`config.mk`:
```
export PLATFORM = sky130hd
export DESIGN_NAME = page_dirty_generation_stamper_unit
export DESIGN_NICKNAME = d
export VERILOG_FILES = /design/src/sv/pdgs_pkg.sv /design/src/sv/page_dirty_generation_stamper_unit.sv
export SDC_FILE = /design/constraint.sdc
export NUM_CORES = 1
export LEC_CHECK = 0
export BUFFER_PORTS_ARGS = -buffer_cell sky130_fd_sc_hd__buf_4
export CORE_MARGIN = 2
export CORE_UTILIZATION = 43
export CTS_BUF_LIST = sky130_fd_sc_hd__clkbuf_16
export DETAILED_ROUTE_END_ITERATION = 8
export GPL_ROUTABILITY_DRIVEN = 0
export PLACE_DENSITY = 0.63
export SLEW_MARGIN = 10
export SYNTH_ARGS = -nofsm -noshare
export SYNTH_HDL_FRONTEND = slang
export SYNTH_SLANG_ARGS = --single-unit
```
`constraint.sdc`:
```
create_clock -name clock -period 6.6 [get_ports clock]
set_input_delay 0.66 -clock clock [delete_from_list [all_inputs] [get_ports clock]]
set_output_delay 0.66 -clock clock [all_outputs]
set_load 0.01 [all_outputs]
```
`src/sv/pdgs_pkg.sv`:
```
// ---------------------------------------------------------------------------
// pdgs_pkg
// shared types and constants of the page dirty generation stamper
// ---------------------------------------------------------------------------
package pdgs_pkg;

   localparam int WINDOW_BYTES_DEF = 32'hA4000;
   localparam int PAGE_SHIFT_DEF   = 12;

   localparam int ADDR_W  = 32;
   localparam int SUM_W   = ADDR_W + 1;
   localparam int COUNT_W = 32;
   localparam int PAGE_OUT_W = 8;

   localparam logic [COUNT_W-1:0] GEN_RESET = 32'd1;

   typedef enum logic [2:0] {
      S_IDLE,
      S_SUM,
      S_CLIP,
      S_PAGE,
      S_STAMP,
      S_DONE,
      S_CLEAR
   } state_type;

endpackage

```
`src/sv/page_dirty_generation_stamper_unit.sv`:
```
// ---------------------------------------------------------------------------
// page_dirty_generation_stamper_unit
// stamps the pages of a memory window touched by a write notice with a
// fresh generation number
// ---------------------------------------------------------------------------
// Usage:
//   A request on req_* carries one write notice (absolute address, byte
//   length). The csr_* port sets the window base; write it only while idle.
//   Each request produces exactly one response on rsp_*: a touched flag in
//   rsp_tuser, the generation, the first and last page and the call count.
//   For a request that hits the window, a small sequencer forms the address
//   sums over three steps and then writes the page table one entry per
//   cycle, one entry for each page stamped (up to 164 at the default
//   window). An ignored request stamps no page and leaves the counters
//   alone. One request is worked on at a time; req_tready is high only
//   while the sequencer is idle, so a new request is taken only after the
//   previous one has been written to the output register.
//   The response sits in an output register, so the next request can be
//   taken while a stalled response waits; the sequencer holds a finished
//   request until the output register is free.
//   Reset clears both counters (generation back to one, calls to zero), the
//   window base and all handshake state, then zeroes the page table one
//   entry per cycle with req_tready low.
// ---------------------------------------------------------------------------
module page_dirty_generation_stamper_unit #(
   parameter int WINDOW_BYTES = pdgs_pkg::WINDOW_BYTES_DEF,
   parameter int PAGE_SHIFT   = pdgs_pkg::PAGE_SHIFT_DEF
) (
   input  logic                             clock,
   input  logic                             reset,
   input  logic                             req_tvalid,
   output logic                             req_tready,
   input  logic [63:0]                      req_tdata,  // write_address, write_length
   output logic                             rsp_tvalid,
   input  logic                             rsp_tready,
   output logic [79:0]                      rsp_tdata,  // stamp_generation, first_page,
                                                        // last_page, stamp_calls
   output logic [0:0]                       rsp_tuser,  // touched
   input  logic                             csr_wr_en,
   input  logic [pdgs_pkg::ADDR_W-1:0]      csr_wr_data
);
   import pdgs_pkg::*;

   localparam int PAGE_BYTES = 1 << PAGE_SHIFT;
   localparam int NUM_PAGES  = (WINDOW_BYTES + PAGE_BYTES - 1) / PAGE_BYTES;
   localparam int PAGE_W     = (NUM_PAGES > 1) ? $clog2(NUM_PAGES) : 1;
   localparam logic [SUM_W-1:0] WIN_LIMIT = SUM_W'(WINDOW_BYTES);
   localparam logic [PAGE_W-1:0] LAST_PAGE = PAGE_W'(NUM_PAGES - 1);

   state_type               state_ff, state_in;
   logic [ADDR_W-1:0]       base_ff;
   logic [ADDR_W-1:0]       addr_ff, addr_in;
   logic [ADDR_W-1:0]       len_ff, len_in;
   logic [SUM_W-1:0]        end_ff, end_in;
   logic [SUM_W-1:0]        limit_ff, limit_in;
   logic [SUM_W-1:0]        lo_ff, lo_in;
   logic [SUM_W-1:0]        hi_ff, hi_in;
   logic [PAGE_W-1:0]       first_ff, first_in;
   logic [PAGE_W-1:0]       last_ff, last_in;
   logic [PAGE_W-1:0]       pg_ff, pg_in;
   logic                    touched_ff, touched_in;
   logic [COUNT_W-1:0]      gen_ff, gen_in;
   logic [COUNT_W-1:0]      calls_ff, calls_in;
   logic                    rsp_valid_ff, rsp_valid_in;
   logic                    rsp_touched_ff, rsp_touched_in;
   logic [COUNT_W-1:0]      rsp_gen_ff, rsp_gen_in;
   logic [PAGE_OUT_W-1:0]   rsp_first_ff, rsp_first_in;
   logic [PAGE_OUT_W-1:0]   rsp_last_ff, rsp_last_in;
   logic [COUNT_W-1:0]      rsp_calls_ff, rsp_calls_in;
   logic                    stamp_we;
   logic [COUNT_W-1:0]      stamp_data;
   logic [SUM_W-1:0]        hi_clip;
   logic [SUM_W-1:0]        hi_dec;

   logic [COUNT_W-1:0]      page_mem [NUM_PAGES];

   assign hi_clip = (hi_ff > WIN_LIMIT) ? WIN_LIMIT : hi_ff;
   assign hi_dec  = hi_clip - SUM_W'(1);

   always_comb begin
      state_in       = state_ff;
      addr_in        = addr_ff;
      len_in         = len_ff;
      end_in         = end_ff;
      limit_in       = limit_ff;
      lo_in          = lo_ff;
      hi_in          = hi_ff;
      first_in       = first_ff;
      last_in        = last_ff;
      pg_in          = pg_ff;
      touched_in     = touched_ff;
      gen_in         = gen_ff;
      calls_in       = calls_ff;
      rsp_valid_in   = rsp_valid_ff;
      rsp_touched_in = rsp_touched_ff;
      rsp_gen_in     = rsp_gen_ff;
      rsp_first_in   = rsp_first_ff;
      rsp_last_in    = rsp_last_ff;
      rsp_calls_in   = rsp_calls_ff;
      req_tready     = 1'b0;
      stamp_we       = 1'b0;
      stamp_data     = gen_ff;

      if (rsp_valid_ff && rsp_tready) begin
         rsp_valid_in = 1'b0;
      end

      case (state_ff)
         S_IDLE: begin
            req_tready = 1'b1;
            if (req_tvalid) begin
               addr_in  = req_tdata[31:0];
               len_in   = req_tdata[63:32];
               state_in = S_SUM;
            end
         end
         S_SUM: begin
            end_in   = {1'b0, addr_ff} + {1'b0, len_ff};
            limit_in = {1'b0, base_ff} + WIN_LIMIT;
            state_in = S_CLIP;
         end
         S_CLIP: begin
            lo_in = (addr_ff < base_ff) ? '0 : ({1'b0, addr_ff} - {1'b0, base_ff});
            hi_in = end_ff - {1'b0, base_ff};
            if ((len_ff == '0) || ({1'b0, addr_ff} >= limit_ff)
                || (end_ff <= {1'b0, base_ff})) begin
               touched_in = 1'b0;
               first_in   = '0;
               last_in    = '0;
               state_in   = S_DONE;
            end else begin
               state_in = S_PAGE;
            end
         end
         S_PAGE: begin
            touched_in = 1'b1;
            first_in   = PAGE_W'(lo_ff >> PAGE_SHIFT);
            last_in    = PAGE_W'(hi_dec >> PAGE_SHIFT);
            pg_in      = PAGE_W'(lo_ff >> PAGE_SHIFT);
            gen_in     = gen_ff + COUNT_W'(1);
            calls_in   = calls_ff + COUNT_W'(1);
            state_in   = S_STAMP;
         end
         S_STAMP: begin
            stamp_we = 1'b1;
            pg_in    = pg_ff + 1'b1;
            if (pg_ff == last_ff) begin
               state_in = S_DONE;
            end
         end
         S_DONE: begin
            if (!rsp_valid_ff || rsp_tready) begin
               rsp_valid_in   = 1'b1;
               rsp_touched_in = touched_ff;
               rsp_gen_in     = gen_ff;
               rsp_first_in   = PAGE_OUT_W'(first_ff);
               rsp_last_in    = PAGE_OUT_W'(last_ff);
               rsp_calls_in   = calls_ff;
               state_in       = S_IDLE;
            end
         end
         S_CLEAR: begin
            // zero the page table after reset
            stamp_we   = 1'b1;
            stamp_data = '0;
            pg_in      = pg_ff + 1'b1;
            if (pg_ff == LAST_PAGE) begin
               state_in = S_IDLE;
            end
         end
         default: begin
            state_in = S_IDLE;
         end
      endcase
   end

   always_ff @(posedge clock) begin
      if (reset) begin
         state_ff     <= S_CLEAR;
         base_ff      <= '0;
         gen_ff       <= GEN_RESET;
         calls_ff     <= '0;
         rsp_valid_ff <= 1'b0;
         pg_ff        <= '0;
      end else begin
         state_ff     <= state_in;
         gen_ff       <= gen_in;
         calls_ff     <= calls_in;
         rsp_valid_ff <= rsp_valid_in;
         pg_ff        <= pg_in;
         if (csr_wr_en) begin
            base_ff <= csr_wr_data;
         end
      end
   end

   always_ff @(posedge clock) begin
      addr_ff        <= addr_in;
      len_ff         <= len_in;
      end_ff         <= end_in;
      limit_ff       <= limit_in;
      lo_ff          <= lo_in;
      hi_ff          <= hi_in;
      first_ff       <= first_in;
      last_ff        <= last_in;
      touched_ff     <= touched_in;
      rsp_touched_ff <= rsp_touched_in;
      rsp_gen_ff     <= rsp_gen_in;
      rsp_first_ff   <= rsp_first_in;
      rsp_last_ff    <= rsp_last_in;
      rsp_calls_ff   <= rsp_calls_in;
   end

   // page table, one stamp per cycle
   always_ff @(posedge clock) begin
      if (stamp_we) begin
         page_mem[pg_ff] <= stamp_data;
      end
   end

   assign rsp_tvalid = rsp_valid_ff;
   assign rsp_tuser  = rsp_touched_ff;
   assign rsp_tdata  = {rsp_calls_ff, rsp_last_ff, rsp_first_ff, rsp_gen_ff};

   // stamping sweep ends at the last page
   assert property (@(posedge clock) disable iff (reset)
      (state_ff == S_STAMP && pg_ff == last_ff) |=> (state_ff == S_DONE))
      else $error("stamp sweep did not end at last page");

   // sweep never runs past the last page
   assert property (@(posedge clock) disable iff (reset)
      (state_ff == S_STAMP) |-> (pg_ff <= last_ff && first_ff <= last_ff))
      else $error("stamp page out of range");

   // generation and call count advance together
   assert property (@(posedge clock) disable iff (reset)
      (state_ff == S_PAGE) |=> (gen_ff == $past(gen_ff) + COUNT_W'(1)
                               && calls_ff == $past(calls_ff) + COUNT_W'(1)))
      else $error("counters did not advance together");

   // counters only move in the page step
   assert property (@(posedge clock) disable iff (reset)
      (state_ff != S_PAGE) |=> $stable(gen_ff) && $stable(calls_ff))
      else $error("counter changed outside page step");

endmodule

```
## Word-level counts from Yosys, hierarchy flattened

Index checks and enable logic that the tools add are counted.
W data, S select, Z words.

| operators by class | value |
|---|---|
| reductions and logical operators | 14 |
| multiplexer cells | 17 |
| equality and inequality tests | 13 |
| add/sub/neg operators | 8 |
| $lt $le $gt $ge | 4 |

Operators by type and width:

| cell | number |
|---|---|
| $add A32 B1 Y32 const B | 2 |
| $pmux W8 S2 | 3 |
| $add A32 B20 Y33 const B | 1 |
| $add A32 B32 Y33 | 1 |
| $ge A32 B33 Y1 | 1 |
| $gt A33 B20 Y1 const B | 1 |
| $le A33 B32 Y1 | 1 |
| $sub A33 B32 Y33 | 1 |
| $logic_not A32 Y1 | 1 |
| $lt A32 B32 Y1 | 1 |
| $pmux W3 S7 | 1 |
| $mux W20 | 1 |
| $sub A20 B1 Y20 const B | 1 |
| $sub A20 B20 Y20 | 1 |
| $mux W3 | 5 |
| $ne A2 B2 Y1 const B | 5 |
| $eq A3 B3 Y1 const B | 3 |
| $add A8 B1 Y8 const B | 1 |
| $eq A8 B8 Y1 | 1 |
| $eq A8 B8 Y1 const B | 1 |
| $mux W8 | 1 |
| $eq A3 B2 Y1 const B | 2 |
| $reduce_and A2 Y1 | 3 |
| $mux W1 | 5 |
| 9 further kinds | 12 |

| storage, ports and cells | value |
|---|---|
| output and inout bits | 83 |
| flip-flop bits (word level) | 389 |
| logic and storage cells | 76 |

## Depth between registers and ports, before layout

Gate-level depths: netlist (run 1).

| depth | value |
|---|---|
| depth in word-level cells | 5 |
| gate-level depth with buffers | 12 |

## Least setup slack after synthesis (run 1)

Ideal clock, no wire load.

| path | value |
|---|---|
| kind | reg2reg |
| start point | register state_ff[0] |
| end point | register end_ff[0] (enable) |
| stages on the path, launching flop included | 4 |
| required time | 6.027 ns |
| slack | 0.807 ns |
| setup time | 0.573 ns |
| arrival time | 5.220 ns |
| path through | dfxtp_1 clkbuf_1 inv_1 nor3_1 |

| between the ends | value |
|---|---|
| word-level cells in the longest chain between the ends | 1 |

RTL lines:

| element | line | RTL |
|---|---|---|
| start: declaration | page_dirty_generation_stamper_unit.sv:50 | `state_type state_ff, state_in;` |
| start signal: assignment | page_dirty_generation_stamper_unit.sv:186 | `state_ff <= state_in;` |
| $eq A3 B1 Y1 | page_dirty_generation_stamper_unit.sv:108 | `case (state_ff)` |
| end signal: assignment | page_dirty_generation_stamper_unit.sv:200 | `end_ff <= end_in;` |
| end: declaration | page_dirty_generation_stamper_unit.sv:54 | `logic [SUM_W-1:0] end_ff, end_in;` |

Every way passes these cells.
A chain may end at the register's enable or synchronous reset.

## Worst setup path after layout (run 1)

| path | value |
|---|---|
| start point | register base_ff[5] |
| end point | register last_ff[0] (enable) |

| between the ends | value |
|---|---|
| word-level cells in the longest chain between the ends | 4 |

RTL lines:

| element | line | RTL |
|---|---|---|
| start: declaration | page_dirty_generation_stamper_unit.sv:51 | `logic [ADDR_W-1:0] base_ff;` |
| start signal: assignment | page_dirty_generation_stamper_unit.sv:192 | `base_ff <= csr_wr_data;` |
| $le A33 B32 Y1 | page_dirty_generation_stamper_unit.sv:126 | `\|\| (end_ff <= {1'b0, base_ff})) begin` |
| $logic_or A1 B1 Y1 | page_dirty_generation_stamper_unit.sv:126 |  |
| $ne A2 B2 Y1 (no line) | -- |  |
| $reduce_and A2 Y1 (no line) | -- |  |
| end signal: assignment | page_dirty_generation_stamper_unit.sv:205 | `last_ff <= last_in;` |
| end: declaration | page_dirty_generation_stamper_unit.sv:59 | `logic [PAGE_W-1:0] last_ff, last_in;` |

Every way passes these cells.

==> results of run 1 <==
==> state kept, by name (all words and copies together) (netlist names), 32 cells and up <==
register / cells
base_ff: 32
addr_ff: 32
hi_ff: 33
end_ff: 33
calls_ff: 32
rsp_gen_ff: 32
len_ff: 32
limit_ff: 33
rsp_calls_ff: 32
gen_ff: 32
==> final cells by class <==
class / count / area (sq um) / share of cell area
Sequential cell: 377 / 10200 / 0.475
Multi-Input combinational cell: 1069 / 7460 / 0.346
Timing Repair Buffer: 188 / 1410 / 0.0655
Clock buffer: 43 / 1080 / 0.0500
Tap cell: 539 / 674 / 0.0313
Clock inverter: 34 / 348 / 0.0162
Inverter: 88 / 330 / 0.0153
==> where the power goes <==
| group | internal [mW] | leakage (nW) | switching (mW) |
|---|---|---|---|
| Sequential | 2.85 | 3.34 | 0.134 |
| Clock | 1.46 | 0.714 | 0.936 |
| Combinational | 0.399 | 4.45 | 0.578 |
==> cells by family after synthesis <==
group | share of synthesized area
flops | 0.566
simple gates | 0.127
compound gates | 0.105
xor+xnor | 0.0682
mux | 0.0183
buf+inv | 0.0236
fa+ha+maj | 0.0928
==> critical path, cell delays in order (launching register included) <==
cell	delay (ns)
dfxtp_1	0.35
inv_1	0.09
ha_1	0.39
nand2_1	0.13
nor2_1	0.36
a21oi_1	0.19
o221a_2	0.33
o2111a_1	0.28
nor3_2	0.42
a21o_1	0.24
a31oi_2	0.41
==> through the flow <==
| stage | hold slack, ns | setup WS [ns] |
|---|---|---|
| floorplan | 0.400 | 0.807 |
| detailed placement | 0.405 | 2.98 |
| global placement | 0.405 | 3.07 |
| finish | 0.273 | 3.00 |
| CTS | 0.235 | 2.98 |
| global route | 0.246 | 2.80 |
==> per-layer routing <==
layer	part of all wire	up-vias
met5	0	-
met4	0.026	0
met3	0.047	66
met2	0.46	312
met1	0.47	5769
li1	-	6107
==> path summary, 6_finish.rpt <==
kind / from / end / slack, ns / depth (start not counted)
worst min-delay path: req_tdata[37] / len_ff[5]$_DFFE_PP_ / 0.27 / 1
worst min register to register: first_ff[5]$_SDFFCE_PN0P_ / rsp_first_ff[5]$_DFFE_PP_ / 0.42 / 0
worst max register to register: base_ff[5]$_SDFFE_PP0P_ / last_ff[0]$_SDFFCE_PN0P_ / 3.00 / 10
worst max-delay path: base_ff[5]$_SDFFE_PP0P_ / last_ff[0]$_SDFFCE_PN0P_ / 3.00 / 10
==> layout by cell type (no fill, tap or decap), types with 3 or more instances in the layout <==
master / count
a211o_1: 4
a211oi_1: 13
a21o_1: 53
a21oi_1: 95
a221oi_1: 3
a31oi_1: 10
a41o_1: 3
and2_1: 14
and3_1: 24
and4_1: 7
buf_4: 188
bufinv_16: 7
clkbuf_16: 43
clkinv_1: 9
clkinv_2: 4
clkinvlp_4: 3
dfxtp_1: 108
edfxtp_1: 269
ha_1: 131
inv_1: 95
mux2i_1: 33
nand2_1: 79
nand2b_1: 22
nand3_1: 45
nand3b_1: 3
nand4_1: 27
nor2_1: 154
nor2b_1: 20
nor3_1: 18
nor3b_1: 4
nor4_1: 21
o21a_1: 11
o21ai_0: 65
o21bai_1: 8
o31a_1: 3
o31ai_1: 5
or3_1: 15
xnor2_1: 63
xor2_1: 78
==> flow_summary.json, run 1 <==
{
  "outcome": "finished clean",
  "ctsHoldBuffers": 0,
  "placedCellCount": 2261,
  "clk_pin_slew_ns": 0.06,
  "cts_resized": 0,
  "finClkSkew_ns": 0.0139,
  "cts_made_buffers": 42,
  "crit_fanout": 17,
  "antenna_cells": 0,
  "antenna_found_initial": 0,
  "drive_gt1_frac": 0.146,
  "worstSetupEndpointType": "register",
  "synth_top_area_share": 0.446,
  "cts_tree": "built",
  "die_area_sq_um": 43700,
  "htreeDepth": 2,
  "syn_nets": 1794,
  "use_met3": 0.0301,
  "synthTopCellsByArea": "edfxtp_1 (45%), dfxtp_1 (12%), ha_1 (9.1%), xor2_1 (3.8%), nor2_1 (3.2%)",
  "grt_pass1_vias": 12142,
  "worst_pin_slew_ns": 1.08,
  "wl_per_cell_microns": 16.8,
  "ys_seq_area_frac": 0.566,
  "routed_wl_mm": 39.3,
  "use_met1": 0.238,
  "power_mw": 6.35,
  "die_y_microns": 209,
  "worstSkewPairLatency_ns": 0.56,
  "synth_top_cell_by_area": "edfxtp_1",
  "syn_area_sq_um": 18100,
  "ys_ff_latch": 377,
  "hold_violations": 0,
  "gr-usage-met2": 0.297,
  "min_period_ns": 3.60,
  "dr_total_vias": 12254,
  "ys_warn_count": 0,
  "placed_cell_area_sq_um": 20100,
  "cts.sinks": 377,
  "portBuffers": 183,
  "cts_buffer_depth": 3,
  "grt_pass1_wl_mm": 62.0,
  "avgSynthCellArea_sq_um": 11.6,
  "ir_worst_vdd_mv": 0.213,
  "fin_nets": 2000,
  "ios": 184,
  "synth_edf_count": 269,
  "overflow": 0,
  "firstDrtPassIters": 5,
  "timing.final.crit_share": 0.546,
  "fillers": 3660,
  "criticalPathCategory": "reg -> reg",
  "syn2layout_area_growth_pct": 19.0,
  "grt_max_degree": 82,
  "rsz0062_at_grt": "false",
  "yosysUniqueCellTypes": 60,
  "final_max_slew_viol_count": 0,
  "top_usage_layer": "met2",
  "grt_usage": 0.180,
  "fmax_mhz": 278,
  "fin_util": 0.516,
  "cp_data_arrival_time_ns": 3.75,
  "finalSetupViolations": 0,
  "ys.flop_type": "edfxtp_1",
  "hp-class": "in -> reg",
  "synthArstFlopShare": 0,
  "initial_core_util": 0.433,
  "powerDensity_nw_per_um2": 295,
  "die_w_microns": 209,
  "synth.most_common_cell": "edfxtp_1",
  "ctsRootBufferMaster": "clkbuf_16",
  "core_sq_um": 41800,
  "rows": 75,
  "synth_commonest_cells": "edfxtp_1 (269), nor2_1 (155), ha_1 (131), dfxtp_1 (108), a21oi_1 (95)",
  "dr.first_iter.drc_count": 713,
  "drcViolationCount": 0,
  "tns_ns": 0,
  "slew_headroom": 0.279,
  "crit_path_start_kind": "register",
  "postSynthCellCount": 1560,
  "post_cts_buffers": 0,
  "cap_violations": 0,
  "worstPathRequired_ns": 6.75,
  "antenna_left": 0,
  "fin_cells": 2338,
  "routed_via_density": 5.24,
  "hpwlAfterDp_mm": 29.4,
  "p_leak_nw": 8.51,
  "final_area_sq_um": 21500
}
No activity file was read; power rests on OpenSTA's default activity.
==> inputs of run 2 (changes only) <==
==> constraint.sdc (replaced) <==
create_clock -name clock -period 3.6 [get_ports clock]
set_input_delay 0.36 -clock clock [delete_from_list [all_inputs] [get_ports clock]]
set_output_delay 0.36 -clock clock [all_outputs]
set_load 0.01 [all_outputs]
==> flow_summary.json, run 2 (synthesized netlist as in run 1, its figures left out) <==
{
  "cap_violations": 0,
  "hold_violations": 0,
  "tns_ns": 0,
  "placedCellCount": 2268,
  "rows": 75,
  "worst_pin_slew_ns": 1.06,
  "fin_nets": 2071,
  "cts.sinks": 377,
  "hp-class": "in -> reg",
  "final_cell_mix": "edfxtp_1 (269), buf_4 (192), nor2_1 (154)",
  "grt_pass1_wl_mm": 64.0,
  "fin_util": 0.533,
  "worstSkewPairLatency_ns": 0.56,
  "antenna_found_initial": 0,
  "drive_gt1_frac": 0.145,
  "grt_pass1_vias": 12518,
  "drcViolationCount": 0,
  "slowest_stage": "a2111oi_4",
  "criticalPathCategory": "reg -> reg",
  "initial_core_util": 0.433,
  "final_common_cell": "edfxtp_1",
  "cts_resized": 0,
  "antenna_cells": 0,
  "final_max_slew_viol_count": 0,
  "die_w_microns": 209,
  "die_y_microns": 209,
  "outcome": "finished clean",
  "routed_wl_mm": 40.5,
  "dr.first_iter.drc_count": 704,
  "hpwlAfterDp_mm": 29.4,
  "power_mw": 11.6,
  "ir_worst_vdd_mv": 0.436,
  "die_area_sq_um": 43700,
  "dr_total_vias": 12614,
  "ff_latch_area_sq_um": 10200,
  "slew_headroom": 0.293,
  "path_cells": "ha_1, a211o_1, a2111oi_4, o21bai_2, a2111oi_4, o31ai_1, a211o_1, a21o_1, a21o_1, xor2_1",
  "largestRegisters": "end_ff x33, hi_ff x33, limit_ff x33",
  "fillers": 3563,
  "cts_tree": "built",
  "cts_buffer_depth": 3,
  "whs_ns": 0.0410,
  "ctsHoldBuffers": 64,
  "crit_path_start_kind": "register",
  "rsz0062_at_grt": "false",
  "crit_fanout": 4,
  "wl_per_cell_microns": 16.8,
  "overflow": 0,
  "portBuffers": 183,
  "post_cts_buffers": 0,
  "clk_pin_slew_ns": 0.06,
  "finalSetupViolations": 0,
  "worstSetupEndpointType": "register",
  "htreeDepth": 2,
  "slowest_delay_ns": 0.46,
  "grt_max_degree": 82,
  "finClkSkew_ns": 0.0180,
  "fin_cells": 2409,
  "syn2layout_area_growth_pct": 22.9,
  "ios": 184,
  "firstDrtPassIters": 5,
  "cts_made_buffers": 42,
  "timing.final.crit_share": 0.941,
  "fmax_mhz": 295,
  "cp_data_arrival_time_ns": 3.69,
  "min_period_ns": 3.39,
  "multi_input_area_sq_um": 7460,
  "grt_usage": 0.185,
  "antenna_left": 0,
  "routed_via_density": 5.24,
  "p_leak_nw": 8.82,
  "core_sq_um": 41800,
  "powerDensity_nw_per_um2": 522,
  "worstPathRequired_ns": 3.90,
  "ctsRootBufferMaster": "clkbuf_16"
}
==> run 2: cell types whose count changed in the layout (fill, tap and decap cells not counted) <==
cell,before,now
buf_12,0,3
clkinv_2,4,7
bufinv_16,7,4
buf_4,188,192
dlygate4sd3_1,0,64
inv_6,2,3
clkinv_4,2,1
clkbuf_16,43,45
nor3_4,0,1
clkinv_1,9,7
nor3_2,2,1
==> run 2: final timing paths <==
| kind | startpoint | endpoint | slack (ns) | cells after the start |
|---|---|---|---|---|
| max | addr_ff[1]$_DFFE_PP_ | end_ff[29]$_DFFE_PP_ | 0.21 | 10 |
| min | csr_wr_data[13] | base_ff[13]$_SDFFE_PP0P_ | 0.04 | 3 |
| min reg2reg | touched_ff$_DFFE_PP_ | rsp_tuser$_DFFE_PP_ | 0.42 | 0 |
| max reg2reg | addr_ff[1]$_DFFE_PP_ | end_ff[29]$_DFFE_PP_ | 0.21 | 10 |
==> run 2: worst max-delay path, delay by kind of cell, from the launching register on <==
kind                       cells  cell delay [ns]
xor gates and xnor gates       1             0.13
adders and majority gates      1             0.34
AOI/OAI and AO/OA              8             2.19
DFF                            1             0.45
==> run 2: layout make-up <==
cell class | count | area share
Inverter | 88 | 0.0149
Clock inverter | 32 | 0.0119
Clock buffer | 45 | 0.0506
Sequential cell | 377 | 0.460
Timing Repair Buffer | 259 | 0.0963
Multi-Input combinational cell | 1069 | 0.336
Tap cell | 539 | 0.0303
==> run 2: power by group <==
part | switching (mW) | total (mW) | leakage [nW] | internal [mW]
clock | 1.73 | 4.28 | 0.705 | 2.55
sequential | 0.249 | 5.46 | 3.34 | 5.21
combinational | 1.07 | 1.87 | 4.77 | 0.796
==> run 2: through the flow <==
stage / cell area (sq um) / setup WS (ns)
6_report: 22200 / 0.212
5_1_grt: 22200 / 0.103
4_1_cts: 22200 / 0.234
3_5_place_dp: 20200 / 0.254
3_3_place_gp: 20200 / 0.273
2_1_floorplan: 18100 / 0.257
==> run 2: layer usage <==
| metal | global-route usage | share of wire | vias up |
|---|---|---|---|
| met1 | 0.245 | 0.46 | 5942 |
| met2 | 0.306 | 0.46 | 343 |
| met3 | 0.0268 | 0.042 | 69 |
| met5 | 0 | 0 | - |
| li1 | - | - | 6260 |
| met4 | 0.0734 | 0.031 | 0 |
==> inputs of run 3 (changes only) <==
--- a/config.mk
+++ b/config.mk
@@ -10,7 +10,7 @@
 export CORE_UTILIZATION = 43
 export CTS_BUF_LIST = sky130_fd_sc_hd__clkbuf_16
 export DETAILED_ROUTE_END_ITERATION = 8
-export GPL_ROUTABILITY_DRIVEN = 0
+export GPL_ROUTABILITY_DRIVEN = 1
 export PLACE_DENSITY = 0.63
 export SLEW_MARGIN = 10
 export SYNTH_ARGS = -nofsm -noshare
==> constraint.sdc (replaced) <==
create_clock -name clock -period 3.8 [get_ports clock]
set_input_delay 0.38 -clock clock [delete_from_list [all_inputs] [get_ports clock]]
set_output_delay 0.38 -clock clock [all_outputs]
set_load 0.01 [all_outputs]
==> flow_summary.json, run 3 (synthesized netlist as in run 1, its figures left out) <==
{
  "worstSkewPairLatency_ns": 0.56,
  "die_y_microns": 209,
  "switching_share": 0.260,
  "syn2layout_area_growth_pct": 22.8,
  "antenna_found_initial": 0,
  "initial_core_util": 0.433,
  "core_sq_um": 41800,
  "final_area_sq_um": 22200,
  "power_frac_clock": 0.375,
  "firstDrtPassIters": 4,
  "p_leak_nw": 8.81,
  "routed_via_density": 5.20,
  "pwr-share-seq": 0.467,
  "cp_data_arrival_time_ns": 3.74,
  "cts_tree": "built",
  "final_common_cell": "edfxtp_1",
  "die_w_microns": 209,
  "whs_ns": 0.0665,
  "cts_buffer_depth": 3,
  "hold_violations": 0,
  "rsz0062_at_grt": "false",
  "powerDensity_nw_per_um2": 499,
  "crit_path_start_kind": "register",
  "portBuffers": 183,
  "setup_ws_ns": 0.362,
  "worst_pin_slew_ns": 1.07,
  "routed_wl_mm": 40.2,
  "hp-class": "in -> reg",
  "clk_pin_slew_ns": 0.06,
  "dr_total_vias": 12501,
  "path_cells": "ha_1, a211o_1, a2111oi_4, o21bai_2, a2111oi_4, o31ai_1, a211o_1, a21o_1, a21o_1, xor2_1",
  "rows": 75,
  "tns_ns": 0,
  "grt_usage": 0.183,
  "drcViolationCount": 0,
  "crit_fanout": 4,
  "overflow": 0,
  "antenna_cells": 0,
  "cts_resized": 0,
  "worstPathRequired_ns": 4.10,
  "finClkSkew_ns": 0.0170,
  "fin_cells": 2406,
  "dr.first_iter.drc_count": 700,
  "slowest_delay_ns": 0.48,
  "fin_util": 0.532,
  "placed_cell_area_sq_um": 20100,
  "fmax_mhz": 291,
  "slew_headroom": 0.288,
  "power_mw": 11.1,
  "timing.rr.end": "end_ff[29]$_DFFE_PP_",
  "grt_max_degree": 82,
  "htreeDepth": 2,
  "worstSetupEndpointType": "register",
  "drive_gt1_frac": 0.145,
  "slowest_stage": "a2111oi_4",
  "grt_pass1_vias": 12599,
  "largestRegisters": "end_ff x33, hi_ff x33, limit_ff x33",
  "die_area_sq_um": 43700,
  "outcome": "finished clean",
  "r2r-start": "addr_ff[1]$_DFFE_PP_",
  "final_max_slew_viol_count": 0,
  "fin_nets": 2068,
  "antenna_left": 0,
  "fillers": 3614,
  "post-place-ws_ns": 0.422,
  "criticalPathCategory": "reg -> reg",
  "cap_violations": 0,
  "ir_worst_vdd_mv": 0.605,
  "holdPathEnd": "base_ff[0]$_SDFFE_PP0P_",
  "gp_congestion": 0.896,
  "timing.final.crit_share": 0.905,
  "intPower_mw": 8.20,
  "p_switching_mw": 2.88,
  "ios": 184,
  "hp-start": "csr_wr_data[0]",
  "cts_made_buffers": 42,
  "cts.sinks": 377,
  "min_period_ns": 3.44,
  "finalSetupViolations": 0,
  "p_comb_frac": 0.158,
  "min_path_cells": 3,
  "hpwlAfterDp_mm": 29.3,
  "final_cell_mix": "edfxtp_1 (269), buf_4 (192), nor2_1 (154)",
  "wl_per_cell_microns": 16.7,
  "r2r_slack_ns": 0.36,
  "rr_worst_depth": 10,
  "ctsRootBufferMaster": "clkbuf_16",
  "placedCellCount": 2265,
  "grt_pass1_wl_mm": 63.5
}
==> run 3: cell count changes in the layout (fill, tap and decap cells not counted), sizes merged <==
cell	delta
buf	-3
bufinv	+2
clkbuf	-1
clkinv	-1
==> run 3: power by group through the flow <==
stage | combinational, mW | sequential, mW | clock (mW)
2_1_floorplan | 1.19 | 5.20 | 0
3_3_place_gp | 1.66 | 5.26 | 0
3_5_place_dp | 1.69 | 5.27 | 0
4_1_cts | 1.76 | 5.18 | 4.27
5_1_grt | 1.96 | 5.22 | 4.42
6_report | 1.75 | 5.18 | 4.16
==> run 3: how the worst max path moves through the flow <==
stage / from / end / cells past startpoint
CTS: addr_ff[1]$_DFFE_PP_ / end_ff[29]$_DFFE_PP_ / 10
detailed placement: addr_ff[1]$_DFFE_PP_ / end_ff[29]$_DFFE_PP_ / 10
global route: addr_ff[1]$_DFFE_PP_ / end_ff[29]$_DFFE_PP_ / 10
finish: addr_ff[1]$_DFFE_PP_ / end_ff[29]$_DFFE_PP_ / 10
floorplan: state_ff[0]$_SDFFE_PP0P_ / end_ff[0]$_DFFE_PP_ / 3
global placement: addr_ff[1]$_DFFE_PP_ / end_ff[29]$_DFFE_PP_ / 10
==> run 3: per-layer routing <==
metal / GRT usage / routed length [microns] / vias to the layer above
li1: - / - / 6254
met2: 0.308 / 18800 / 284
met3: 0.0299 / 1720 / 71
met4: 0.0623 / 1070 / 0
met5: 0 / 0 / -
met1: 0.240 / 18600 / 5892
==> run 3: critical path: cells and delay by family (launching register included) <==
kind / cells / cell delay [ns]
AO/OA/AOI/OAI: 8 / 2.26
flip-flops: 1 / 0.44
adder cells (fa/ha/maj): 1 / 0.34
XOR/XNOR: 1 / 0.13
==> run 3: repair_timing <==
action                    4_1_cts  5_1_grt
hold endpoints to repair       64        0
setup buffers                   0        0
hold buffers                   64        0
==> run 3: area by class of cell <==
class	count	area, sq um	area share
Clock buffer	44	1100	0.0496
Clock inverter	33	324	0.0146
Inverter	88	330	0.0149
Multi-Input combinational cell	1069	7460	0.336
Sequential cell	377	10200	0.461
Tap cell	539	674	0.0304
Timing Repair Buffer	256	2080	0.0937
